File: src/rtl/stt_pkg.sv
// Package with the shared types, token codes and character helpers of the tokenizer.
`timescale 1ns / 1ps

package stt_pkg;

  // Saturation limits of the position and length counters.
  localparam logic [15:0] MAX_LINE         = 16'hFFFF;
  localparam logic [15:0] MAX_COLUMN       = 16'hFFFF;
  localparam logic [7:0]  MAX_TOKEN_LENGTH = 8'hFF;

  // Scanner modes.
  localparam logic [2:0] MODE_IDLE   = 3'd0;
  localparam logic [2:0] MODE_IDENT  = 3'd1;
  localparam logic [2:0] MODE_NUMBER = 3'd2;
  localparam logic [2:0] MODE_EQ     = 3'd3;
  localparam logic [2:0] MODE_BANG   = 3'd4;
  localparam logic [2:0] MODE_LT     = 3'd5;
  localparam logic [2:0] MODE_GT     = 3'd6;

  // Token kinds.
  localparam logic [4:0] KIND_IDENT    = 5'd0;
  localparam logic [4:0] KIND_INT      = 5'd1;
  localparam logic [4:0] KIND_ASSIGN   = 5'd2;
  localparam logic [4:0] KIND_SEMI     = 5'd4;
  localparam logic [4:0] KIND_COLON    = 5'd5;
  localparam logic [4:0] KIND_COMMA    = 5'd6;
  localparam logic [4:0] KIND_DOT      = 5'd7;
  localparam logic [4:0] KIND_LPAREN   = 5'd8;
  localparam logic [4:0] KIND_RPAREN   = 5'd9;
  localparam logic [4:0] KIND_LBRACE   = 5'd10;
  localparam logic [4:0] KIND_RBRACE   = 5'd11;
  localparam logic [4:0] KIND_LBRACKET = 5'd12;
  localparam logic [4:0] KIND_RBRACKET = 5'd13;
  localparam logic [4:0] KIND_PLUS     = 5'd14;
  localparam logic [4:0] KIND_MINUS    = 5'd15;
  localparam logic [4:0] KIND_STAR     = 5'd16;
  localparam logic [4:0] KIND_SLASH    = 5'd17;
  localparam logic [4:0] KIND_BANG     = 5'd18;
  localparam logic [4:0] KIND_LT       = 5'd20;
  localparam logic [4:0] KIND_GT       = 5'd22;
  localparam logic [4:0] KIND_ILLEGAL  = 5'd24;
  localparam logic [4:0] KIND_END      = 5'd25;

  // One input transaction.
  typedef struct packed {
    logic [7:0] char_byte;
    logic       end_of_input;
  } in_t;

  // One result transaction.
  typedef struct packed {
    logic [4:0]  token_kind;
    logic [15:0] start_line;
    logic [15:0] start_column;
    logic [7:0]  token_length;
    logic [7:0]  illegal_byte;
    logic        last_of_run;
  } out_t;

  // Results produced by one byte, in order: count is 0, 1 or 2.
  typedef struct packed {
    logic [1:0] count;
    out_t       first;
    out_t       second;
  } push_t;

  // Kind of a single-character token; the top bit flags a match.
  function automatic logic [5:0] single_kind(input logic [7:0] b);
    logic [5:0] r;
    r = 6'd0;
    unique case (b)
      ";":     r = {1'b1, KIND_SEMI};
      ":":     r = {1'b1, KIND_COLON};
      ",":     r = {1'b1, KIND_COMMA};
      ".":     r = {1'b1, KIND_DOT};
      "(":     r = {1'b1, KIND_LPAREN};
      ")":     r = {1'b1, KIND_RPAREN};
      "{":     r = {1'b1, KIND_LBRACE};
      "}":     r = {1'b1, KIND_RBRACE};
      "[":     r = {1'b1, KIND_LBRACKET};
      "]":     r = {1'b1, KIND_RBRACKET};
      "+":     r = {1'b1, KIND_PLUS};
      "-":     r = {1'b1, KIND_MINUS};
      "*":     r = {1'b1, KIND_STAR};
      "/":     r = {1'b1, KIND_SLASH};
      default: r = 6'd0;
    endcase
    return r;
  endfunction

  function automatic logic is_letter(input logic [7:0] b);
    return (b >= "a" && b <= "z") || (b >= "A" && b <= "Z") || b == "_";
  endfunction

  function automatic logic is_digit(input logic [7:0] b);
    return b >= "0" && b <= "9";
  endfunction

  // Single-character kind of a pending operator mode.
  function automatic logic [4:0] op_kind(input logic [2:0] mode);
    logic [4:0] k;
    k = KIND_GT;
    unique case (mode)
      MODE_EQ:   k = KIND_ASSIGN;
      MODE_BANG: k = KIND_BANG;
      MODE_LT:   k = KIND_LT;
      default:   k = KIND_GT;
    endcase
    return k;
  endfunction

endpackage

File: src/rtl/stt_scan.sv
// Scanner: holds the lexer state and turns one byte into up to two tokens.
`timescale 1ns / 1ps

module stt_scan (
  input  logic          clk_i,
  input  logic          rst_ni,
  input  logic          accept_i,
  input  stt_pkg::in_t  in_i,
  output stt_pkg::push_t push_o
);

  logic [2:0]  mode_q, mode_d;
  logic [15:0] tok_line_q, tok_line_d;
  logic [15:0] tok_col_q, tok_col_d;
  logic [7:0]  plen_q, plen_d;
  logic [15:0] line_q, line_d;
  logic [15:0] col_q, col_d;

  logic [7:0]  b;
  logic        eoi;
  logic        is_ws;
  logic [5:0]  sk;
  logic        b_letter;
  logic        b_digit;
  logic [2:0]  begin_mode;
  logic        idle_emit;
  stt_pkg::out_t idle_res;
  logic        flush_emit;
  stt_pkg::out_t flush_res;
  logic        pending_tok;
  logic        pending_op;

  assign b        = in_i.char_byte;
  assign eoi      = in_i.end_of_input || (b == 8'd0);
  assign is_ws    = (b == " ") || (b == "\t") || (b == "\n") || (b == "\r");
  assign sk       = stt_pkg::single_kind(b);
  assign b_letter = stt_pkg::is_letter(b);
  assign b_digit  = stt_pkg::is_digit(b);
  assign pending_tok = (mode_q == stt_pkg::MODE_IDENT) || (mode_q == stt_pkg::MODE_NUMBER);
  assign pending_op  = (mode_q >= stt_pkg::MODE_EQ) && (mode_q <= stt_pkg::MODE_GT);

  // Classify the byte as if no token were pending.
  always_comb begin
    begin_mode = stt_pkg::MODE_IDLE;
    idle_emit  = 1'b0;
    idle_res   = '0;
    idle_res.start_line   = line_q;
    idle_res.start_column = col_q;
    idle_res.token_length = 8'd1;
    priority if (is_ws) begin
      idle_emit = 1'b0;
    end else if (sk[5]) begin
      idle_emit = 1'b1;
      idle_res.token_kind = sk[4:0];
    end else if (b == "=") begin
      begin_mode = stt_pkg::MODE_EQ;
    end else if (b == "!") begin
      begin_mode = stt_pkg::MODE_BANG;
    end else if (b == "<") begin
      begin_mode = stt_pkg::MODE_LT;
    end else if (b == ">") begin
      begin_mode = stt_pkg::MODE_GT;
    end else if (b_letter) begin
      begin_mode = stt_pkg::MODE_IDENT;
    end else if (b_digit) begin
      begin_mode = stt_pkg::MODE_NUMBER;
    end else begin
      idle_emit = 1'b1;
      idle_res.token_kind   = stt_pkg::KIND_ILLEGAL;
      idle_res.illegal_byte = b;
    end
  end

  // The pending token as it stands, closed without extension.
  always_comb begin
    flush_emit = pending_tok || pending_op;
    flush_res  = '0;
    flush_res.start_line   = tok_line_q;
    flush_res.start_column = tok_col_q;
    flush_res.token_length = plen_q;
    if (mode_q == stt_pkg::MODE_IDENT) begin
      flush_res.token_kind = stt_pkg::KIND_IDENT;
    end else if (mode_q == stt_pkg::MODE_NUMBER) begin
      flush_res.token_kind = stt_pkg::KIND_INT;
    end else begin
      flush_res.token_kind = stt_pkg::op_kind(mode_q);
    end
  end

  // Next state and the ordered results of this byte.
  always_comb begin
    stt_pkg::out_t r0, r1;
    logic v0, v1;
    mode_d     = mode_q;
    tok_line_d = tok_line_q;
    tok_col_d  = tok_col_q;
    plen_d     = plen_q;
    line_d     = line_q;
    col_d      = col_q;
    v0 = 1'b0;
    v1 = 1'b0;
    r0 = flush_res;
    r1 = idle_res;

    if (eoi) begin
      // Flush, then the end token; the state returns to its reset value.
      r1 = '0;
      r1.token_kind   = stt_pkg::KIND_END;
      r1.start_line   = line_q;
      r1.start_column = col_q;
      v0 = flush_emit;
      v1 = 1'b1;
      mode_d     = stt_pkg::MODE_IDLE;
      tok_line_d = 16'd0;
      tok_col_d  = 16'd0;
      plen_d     = 8'd0;
      line_d     = 16'd1;
      col_d      = 16'd1;
    end else begin
      if (pending_tok && (b_digit || (mode_q == stt_pkg::MODE_IDENT && b_letter))) begin
        // Extend the identifier or integer.
        if (plen_q != stt_pkg::MAX_TOKEN_LENGTH) begin
          plen_d = plen_q + 8'd1;
        end
      end else if (pending_op && b == "=") begin
        // Two-character operator.
        r0.token_kind   = flush_res.token_kind + 5'd1;
        r0.token_length = 8'd2;
        v0 = 1'b1;
        mode_d = stt_pkg::MODE_IDLE;
      end else begin
        // Close what is pending and scan the byte fresh.
        v0 = flush_emit;
        v1 = idle_emit;
        mode_d = begin_mode;
        if (begin_mode != stt_pkg::MODE_IDLE) begin
          tok_line_d = line_q;
          tok_col_d  = col_q;
          plen_d     = 8'd1;
        end
      end
      // Advance the position of the next byte.
      if (b == "\n") begin
        if (line_q != stt_pkg::MAX_LINE) begin
          line_d = line_q + 16'd1;
        end
        col_d = 16'd1;
      end else if (col_q != stt_pkg::MAX_COLUMN) begin
        col_d = col_q + 16'd1;
      end
    end

    // Pack the results in order and mark the last one.
    push_o = '0;
    if (v0 && v1) begin
      push_o.count  = 2'd2;
      push_o.first  = r0;
      push_o.second = r1;
      push_o.second.last_of_run = 1'b1;
    end else if (v0) begin
      push_o.count = 2'd1;
      push_o.first = r0;
      push_o.first.last_of_run = 1'b1;
    end else if (v1) begin
      push_o.count = 2'd1;
      push_o.first = r1;
      push_o.first.last_of_run = 1'b1;
    end
  end

  // Lexer state registers.
  always_ff @(posedge clk_i or negedge rst_ni) begin
    if (!rst_ni) begin
      mode_q     <= stt_pkg::MODE_IDLE;
      tok_line_q <= 16'd0;
      tok_col_q  <= 16'd0;
      plen_q     <= 8'd0;
      line_q     <= 16'd1;
      col_q      <= 16'd1;
    end else if (accept_i) begin
      mode_q     <= mode_d;
      tok_line_q <= tok_line_d;
      tok_col_q  <= tok_col_d;
      plen_q     <= plen_d;
      line_q     <= line_d;
      col_q      <= col_d;
    end
  end

endmodule

File: src/rtl/stt_out_queue.sv
// Result queue: takes up to two tokens a cycle and hands out one a cycle while out_stall_i is low.
`timescale 1ns / 1ps

module stt_out_queue (
  input  logic           clk_i,
  input  logic           rst_ni,
  input  logic           push_en_i,
  input  stt_pkg::push_t push_i,
  output logic           room_o,
  output logic           out_valid_o,
  input  logic           out_stall_i,
  output stt_pkg::out_t  out_data_o
);

  stt_pkg::out_t entry_q [4];
  logic [1:0] wr_ptr_q, wr_ptr_d;
  logic [1:0] rd_ptr_q, rd_ptr_d;
  logic [2:0] count_q, count_d;
  logic [1:0] n_push;
  logic       pop;

  assign n_push      = push_en_i ? push_i.count : 2'd0;
  assign out_valid_o = (count_q != 3'd0);
  assign pop         = out_valid_o && !out_stall_i;
  assign out_data_o  = entry_q[rd_ptr_q];
  // Room for the worst case of two tokens from one byte.
  assign room_o      = (count_q <= 3'd2);

  // Pointer and occupancy update.
  always_comb begin
    wr_ptr_d = wr_ptr_q + n_push;
    rd_ptr_d = rd_ptr_q + {1'b0, pop};
    count_d  = count_q + {1'b0, n_push} - {2'b00, pop};
  end

  always_ff @(posedge clk_i or negedge rst_ni) begin
    if (!rst_ni) begin
      wr_ptr_q <= 2'd0;
      rd_ptr_q <= 2'd0;
      count_q  <= 3'd0;
    end else begin
      wr_ptr_q <= wr_ptr_d;
      rd_ptr_q <= rd_ptr_d;
      count_q  <= count_d;
    end
  end

  // Token storage.
  always_ff @(posedge clk_i) begin
    if (n_push != 2'd0) begin
      entry_q[wr_ptr_q] <= push_i.first;
    end
    if (n_push == 2'd2) begin
      entry_q[wr_ptr_q + 2'd1] <= push_i.second;
    end
  end

endmodule

File: src/rtl/source_text_tokenizer.sv
// Top level of the streaming source text tokenizer.
`timescale 1ns / 1ps

// Streaming lexer that takes one source byte per cycle and returns tokens with
// their kind, start line and column, and length. A byte is scanned in the
// cycle it is taken; its tokens enter a four-entry result queue and appear on
// the output from the next cycle on, one token per cycle while out_stall_i is
// low. A byte that closes a pending token and is a token of its own produces
// two results, which leave the queue one after the other. The input stalls
// while the queue has fewer than two free entries, so the sustained rate is one
// byte per cycle as long as tokens are taken as fast as they are made. A NUL
// byte or end_of_input flushes the pending token, emits an end token and
// restarts at line 1, column 1.
module source_text_tokenizer (
  input  logic          clk_i,
  input  logic          rst_ni,
  input  logic          in_valid_i,
  output logic          in_stall_o,
  input  stt_pkg::in_t  in_data_i,
  output logic          out_valid_o,
  input  logic          out_stall_i,
  output stt_pkg::out_t out_data_o
);

  logic           accept;
  logic           room;
  stt_pkg::push_t push;

  // An input transaction completes when valid meets free queue room.
  assign in_stall_o = !room;
  assign accept     = in_valid_i && room;

  stt_scan u_scan (
    .clk_i    (clk_i),
    .rst_ni   (rst_ni),
    .accept_i (accept),
    .in_i     (in_data_i),
    .push_o   (push)
  );

  stt_out_queue u_queue (
    .clk_i       (clk_i),
    .rst_ni      (rst_ni),
    .push_en_i   (accept),
    .push_i      (push),
    .room_o      (room),
    .out_valid_o (out_valid_o),
    .out_stall_i (out_stall_i),
    .out_data_o  (out_data_o)
  );

endmodule
File: config.mk
export PLATFORM = sky130hd
export DESIGN_NAME = source_text_tokenizer
export DESIGN_NICKNAME = d
export VERILOG_FILES = /design/src/rtl/stt_pkg.sv /design/src/rtl/stt_scan.sv /design/src/rtl/stt_out_queue.sv /design/src/rtl/source_text_tokenizer.sv
export SDC_FILE = /design/constraint.sdc
export NUM_CORES = 1
export LEC_CHECK = 0
export BUFFER_PORTS_ARGS = -buffer_cell sky130_fd_sc_hd__buf_2
export CORE_AREA = 2 2 165 167
export DETAILED_ROUTE_END_ITERATION = 8
export DIE_AREA = 0 0 167 169
export PLACE_DENSITY = 0.86
export SLEW_MARGIN = 15
export SYNTH_ARGS = -nofsm -noshare
export SYNTH_HDL_FRONTEND = slang
export SYNTH_HIERARCHICAL = 1
export SYNTH_SLANG_ARGS = --single-unit
File: constraint.sdc
create_clock -name clk_i -period 7.2 [get_ports clk_i]
set_input_delay 1.44 -clock clk_i [delete_from_list [all_inputs] [get_ports clk_i]]
set_output_delay 1.44 -clock clk_i [all_outputs]
set_load 0.005 [all_outputs]
Word level (Yosys, flattened, before mapping)
Memories as Yosys holds them, arrays and structs flattened.
Index checks and enable logic that the tools add are counted.
- register bits after elaboration: 82
- bits in writable memories: 216
- input bits: 13
- output and inout bits: 56
- logic and storage cells: 179
- memories kept: 1
- $add $sub $neg: 9
- order comparisons: 9
- equality and inequality tests: 36
- multiplexer cells: 80
- reductions and logical operators: 35
- memories (name ; words ; width ; read ports ; clocked after memory_dff ; write ports ; line ; text):
    u_queue.entry_q ; 4 ; 54 ; 1 ; 0 ; 2 ; stt_out_queue.sv:15 ; stt_pkg::out_t entry_q [4];
- operators with widths (kind ; count):
    2-to-1 mux 16 bit ; 14
    2-to-1 mux 8 bit ; 16
    == test 8 x 6 -> 1 bit (second input constant) ; 15
    2-to-1 mux 56 bit ; 2
    2-to-1 mux 54 bit ; 2
    one-hot mux 6 bit (14 select lines) ; 1
    2-to-1 mux 5 bit ; 13
    2-to-1 mux 55 bit ; 1
    == test 8 x 7 -> 1 bit (second input constant) ; 6
    adder 16 x 1 -> 16 bit (second input constant) ; 2
    != test 16 bit (second input constant) ; 2
    2-to-1 mux 3 bit ; 10
    2-to-1 mux 1 bit ; 18
    == test 8 x 4 -> 1 bit (second input constant) ; 2
    >= comparator 8 x 7 -> 1 bit (second input constant) ; 2
    less-or-equal comparator 8 x 7 -> 1 bit (second input constant) ; 2
    one-hot mux 5 bit (3 select lines) ; 1
    nonzero test 3 bit ; 4
    logical AND 1 bit ; 10
    logical OR 1 bit ; 9
    adder 8 x 1 -> 8 bit (second input constant) ; 1
    >= comparator 8 x 6 -> 1 bit (second input constant) ; 1
    less-or-equal comparator 8 x 6 -> 1 bit (second input constant) ; 1
    zero test 8 bit ; 1
    23 further kinds ; 33

Depth between registers and ports, before layout
- depth after elaboration: 21
- depth in mapped cells: 16
- gate-level depth less buffers: 11

Hierarchy
The synthesis kept the hierarchy.
- by module, submodules not included (module ; instances ; cells each ; area each (um2) ; sequential area each (um2)):
    stt_out_queue ; 1 ; 569 ; 11056.9 ; 6661.4
    stt_scan ; 1 ; 668 ; 5373.9 ; 1879.3
    source_text_tokenizer ; 1 ; 2 ; 10.0 ; 0.0

Worst setup path after synthesis
OpenSTA, ideal clock, no wires.
- path kind: input-to-reg
- start point: input in_data_i[4] (netlist name)
- end point: memory u_queue/entry_q[1][0] (netlist name) (enable)
- library setup time: 0.466 ns
- arrival: 6.322 ns
- data required time: 6.734 ns
- slack: 0.413 ns
- stages on the path: 13
- path buffers: 5
- path through: buf_2 or4_4 nor2_1 o41ai_2 a21oi_1 clkbuf_1 buf_2 ha_1 buf_4 clkbuf_1 mux2_2 nand2_1 nor2_1
- RTL lines (item ; line ; text):
    start, declared ; source_text_tokenizer.sv:19 ; input stt_pkg::in_t in_data_i,
    end, declared ; stt_out_queue.sv:15 ;

==> run_results.csv <==
group,metric,value,unit
detailed_routing,ant_nets,0,
setup_path,cpMaxStageDelayCell,"or4_4",
timing,finClkSkew,11.8,ps
synthesis,seq_area_frac_synth,0.519,
timing,fin_hold_ws,495,ps
clock_network,cts_resized,0,
place,place_congestion,0.937,
synthesis,synthesis.area,0.0164,sq mm
synthesis,ys.warnings.count,6,
detailed_routing,met3_length,3020,um
place,place_area,0.0169,sq mm
place,place_hpwl,22900,um
floorplanning,core_area,0.0265,sq mm
synthesis,synthCells,1239,
clock_network,insertion_delay,560,ps
job,drv_cap,0,
detailed_routing,drc,0,
pwr,comb_power_share,0.326,
synthesis,ys_top_cells_by_count,"edfxtp_1 (216), mux2_2 (163), o21ai_0 (81), dfrtp_1 (80), nand2_1 (66)",
global_routing,grt_pass1_wl,60600,um
timing,final.min_clock_period,5630,ps
synthesis,synth_top_area_cell,"edfxtp_1",
timing,setup_viol,0,
synthesis,synth_top_area_share,0.395,
status,status,"completed",
pwr,ir_drop,0.000220,V
global_routing,grt_pass1_vias,11100,
global_routing,grt_usage,0.269,
pwr,leakage,6.86,nW
timing,fmax,0.178,GHz
detailed_routing,drt_iter0_drc,1274,
final_layout,synthToLayoutAreaGrowth,9.11,%
synthesis,synth_edf_count,216,
synthesis,synth_ff_type,"edfxtp_1",
clock_network,clk_pin_slew,60,ps
place,dp_slack,1130,ps
setup_path,worst_ep_arrival_time,5930,ps
timing,min_period_over_period,0.782,
global_routing,grt_antenna_before_repair,1,
clock_network,cts_tree,"built",
final_layout,fin_cells,1627,
clock_network,post-cts-setup-buffers,0,
floorplanning,dieArea,0.0282,sq mm
setup_path,rr_endpoint,"u_queue/entry_q[3][17]$_DFFE_PP_",
detailed_routing,num_vias,10900,
final_layout,n_fill_cell,1788,
timing,fin_ws,1570,ps
timing,finalSetupTns,0,ps
detailed_routing,drt_wl_total,38300,um
synthesis,ys_ff_latch,298,
setup_path,end_kind,"register",
detailed_routing,top_layer,"met4",
floorplanning,die_w,167,um
clock_network,numCtsBuffers,30,
min_path,holdPathEnd,"u_scan/tok_line_q[10]$_DFFE_PN0P_",
synthesis,yosysMostFrequentCell,"edfxtp_1",
final_layout,multiInputGateArea,0.00734,sq mm
final_layout,layout.nets,1283,
setup_path,start_kind,"input pin",
global_routing,globalRoute.totalOverflow,0,
min_path,whs_path_depth,1,
pwr,clkPwrFrac,0.274,
floorplanning,die_height,169,um
floorplanning,rows,60,
setup_path,path_class,"input pin to register",
detailed_routing,dr_wl_met2,18900,um
global_routing,grt_start_max_net_pins,80,
clock_network,clk_path_buf_depth,3,
detailed_routing,first_pass_iters,5,
synthesis,synthTopCellsByArea,"edfxtp_1 (39%), dfrtp_1 (12%), mux2_2 (11%), mux4_2 (7.4%), mux2_4 (4.6%)",
timing,rsz0062_at_grt,"false",
setup_path,rrSetupSlack,2860,ps
setup_path,cp_max_fo,48,
pwr,p_switching,1.80,mW
setup_path,slowest_delay,830,ps
clock_network,ctsHoldBuffers,0,
timing,hold_violations,0,
synthesis,async_reset_ff_frac,0.275,
pwr,seqPwrFrac,0.400,
floorplanning,num_io_pins,69,
final_layout,seqCellArea,0.00855,sq mm
pwr,switching_share,0.316,
synthesis,synth_cell_types,86,
timing,drv_slew,0,
final_layout,drive_above_1_share,0.337,
final_layout,finish.utilization,0.677,
min_path,hold_class,"register to register",
setup_path,required,7500,ps
setup_path,crit_chain,"buf_2, or4_4, nor2_1, nor3_1, o31ai_4, buf_4, ha_1, buf_4, nand2_2, or4_4, buf_12, mux2_4",
synthesis,syn_avg_cell_area,13.3,sq um
clock_network,cts_root_buf,"clkbuf_16",
floorplanning,initial_core_util,0.620,
place,portBuffers,68,
min_path,min_from,"u_scan/tok_line_q[10]$_DFFE_PN0P_",
place,dp_cells,1569,
detailed_routing,drt-wirelength-per-cell,23.6,um
pwr,cellInternalPower,3.88,mW
clock_network,cts_sinks,298,
clock_network,htreeDepth,1,
setup_path,r2r_cells,10,
timing,slew-limit-headroom,0.196,
pwr,p_per_area,317,mW/mm^2
timing,worst_slew_pin_slew,1210,ps
pwr,fin_total_pwr,5.68,mW
detailed_routing,wl_met1,15200,um
detailed_routing,vias_per_cell,6.67,
final_layout,stdcell_area,0.0179,sq mm
setup_path,reg2reg_from,"u_scan/mode_q[2]$_DFFE_PN0P_",
==> worst max-delay path, delay by kind of cell <==
kind,cells,cell delay (ps)
mux,1,320
buf+inv,4,1410
fa+ha+maj,1,280
simple gates,5,2130
compound gates,1,280
==> cells by family after synthesis <==
kind of cell | after synthesis | synth area share
compound gates | 201 | 0.0814
simple gates | 304 | 0.101
xor+xnor | 28 | 0.0149
mux | 276 | 0.237
fa+ha+maj | 9 | 0.00731
flops | 298 | 0.519
buf+inv | 122 | 0.0389
other cells | 1 | 0.000228
==> per-layer routing <==
metal	global-route usage	up-vias
li1	-	4771
met5	0	-
met1	0.358	5439
met3	0.0353	102
met2	0.453	548
met4	0.108	0
==> final cells by class <==
type	count	share of cell area
Sequential cell	298	0.476
Multi-Input combinational cell	825	0.409
Clock buffer	38	0.0458
Timing Repair Buffer	88	0.0317
Tap cell	341	0.0238
Clock inverter	18	0.00928
Inverter	18	0.00377
Antenna cell	1	0.000139
==> worst max-delay path by stage <==
stage	cells past startpoint	endpoint	slack, ps	startpoint
2_1_floorplan	13	u_queue/entry_q[1][0]$_DFFE_PP_	410	in_data_i[4]
3_3_place_gp	11	u_queue/entry_q[3][24]$_DFFE_PP_	1250	in_data_i[2]
3_5_place_dp	11	u_queue/entry_q[3][40]$_DFFE_PP_	1130	in_data_i[2]
4_1_cts	11	u_queue/entry_q[3][17]$_DFFE_PP_	1670	in_data_i[2]
5_1_grt	12	u_queue/entry_q[3][17]$_DFFE_PP_	1450	in_data_i[2]
6_report	12	u_queue/entry_q[3][17]$_DFFE_PP_	1570	in_data_i[2]
==> power groups by stage <==
| stage | clock network [mW] | registers [mW] | logic (mW) |
|---|---|---|---|
| global placement | 0 | 2.29 | 1.79 |
| finish | 1.56 | 2.27 | 1.85 |
| global route | 1.64 | 2.29 | 1.99 |
| detailed placement | 0 | 2.30 | 1.84 |
| floorplan | 0 | 2.23 | 1.28 |
| CTS | 1.58 | 2.27 | 1.86 |
==> state kept, by name (all words and copies together), names as in the netlist <==
name and cells:
u_queue/entry_q 216, u_scan/tok_col_q 16, u_scan/line_q 16, u_scan/mode_q 3, u_scan/col_q 16, u_queue/rd_ptr_q 2, u_scan/plen_q 8, u_queue/wr_ptr_q 2
u_scan/tok_line_q 16, u_queue/count_q 3
==> placed cells by master, fill, tap and decap left out, types with 20 or more instances in the layout <==
master	instances
buf_2	67
a21oi_1	20
edfxtp_1	216
nand3_1	26
a22o_1	35
dfrtp_1	78
o21ai_0	81
nand2_1	66
and2_1	47
mux2_2	163
nor2_1	54
mux2_4	50
clkbuf_16	31
mux4_2	54
No activity file was read; power rests on OpenSTA's default activity.
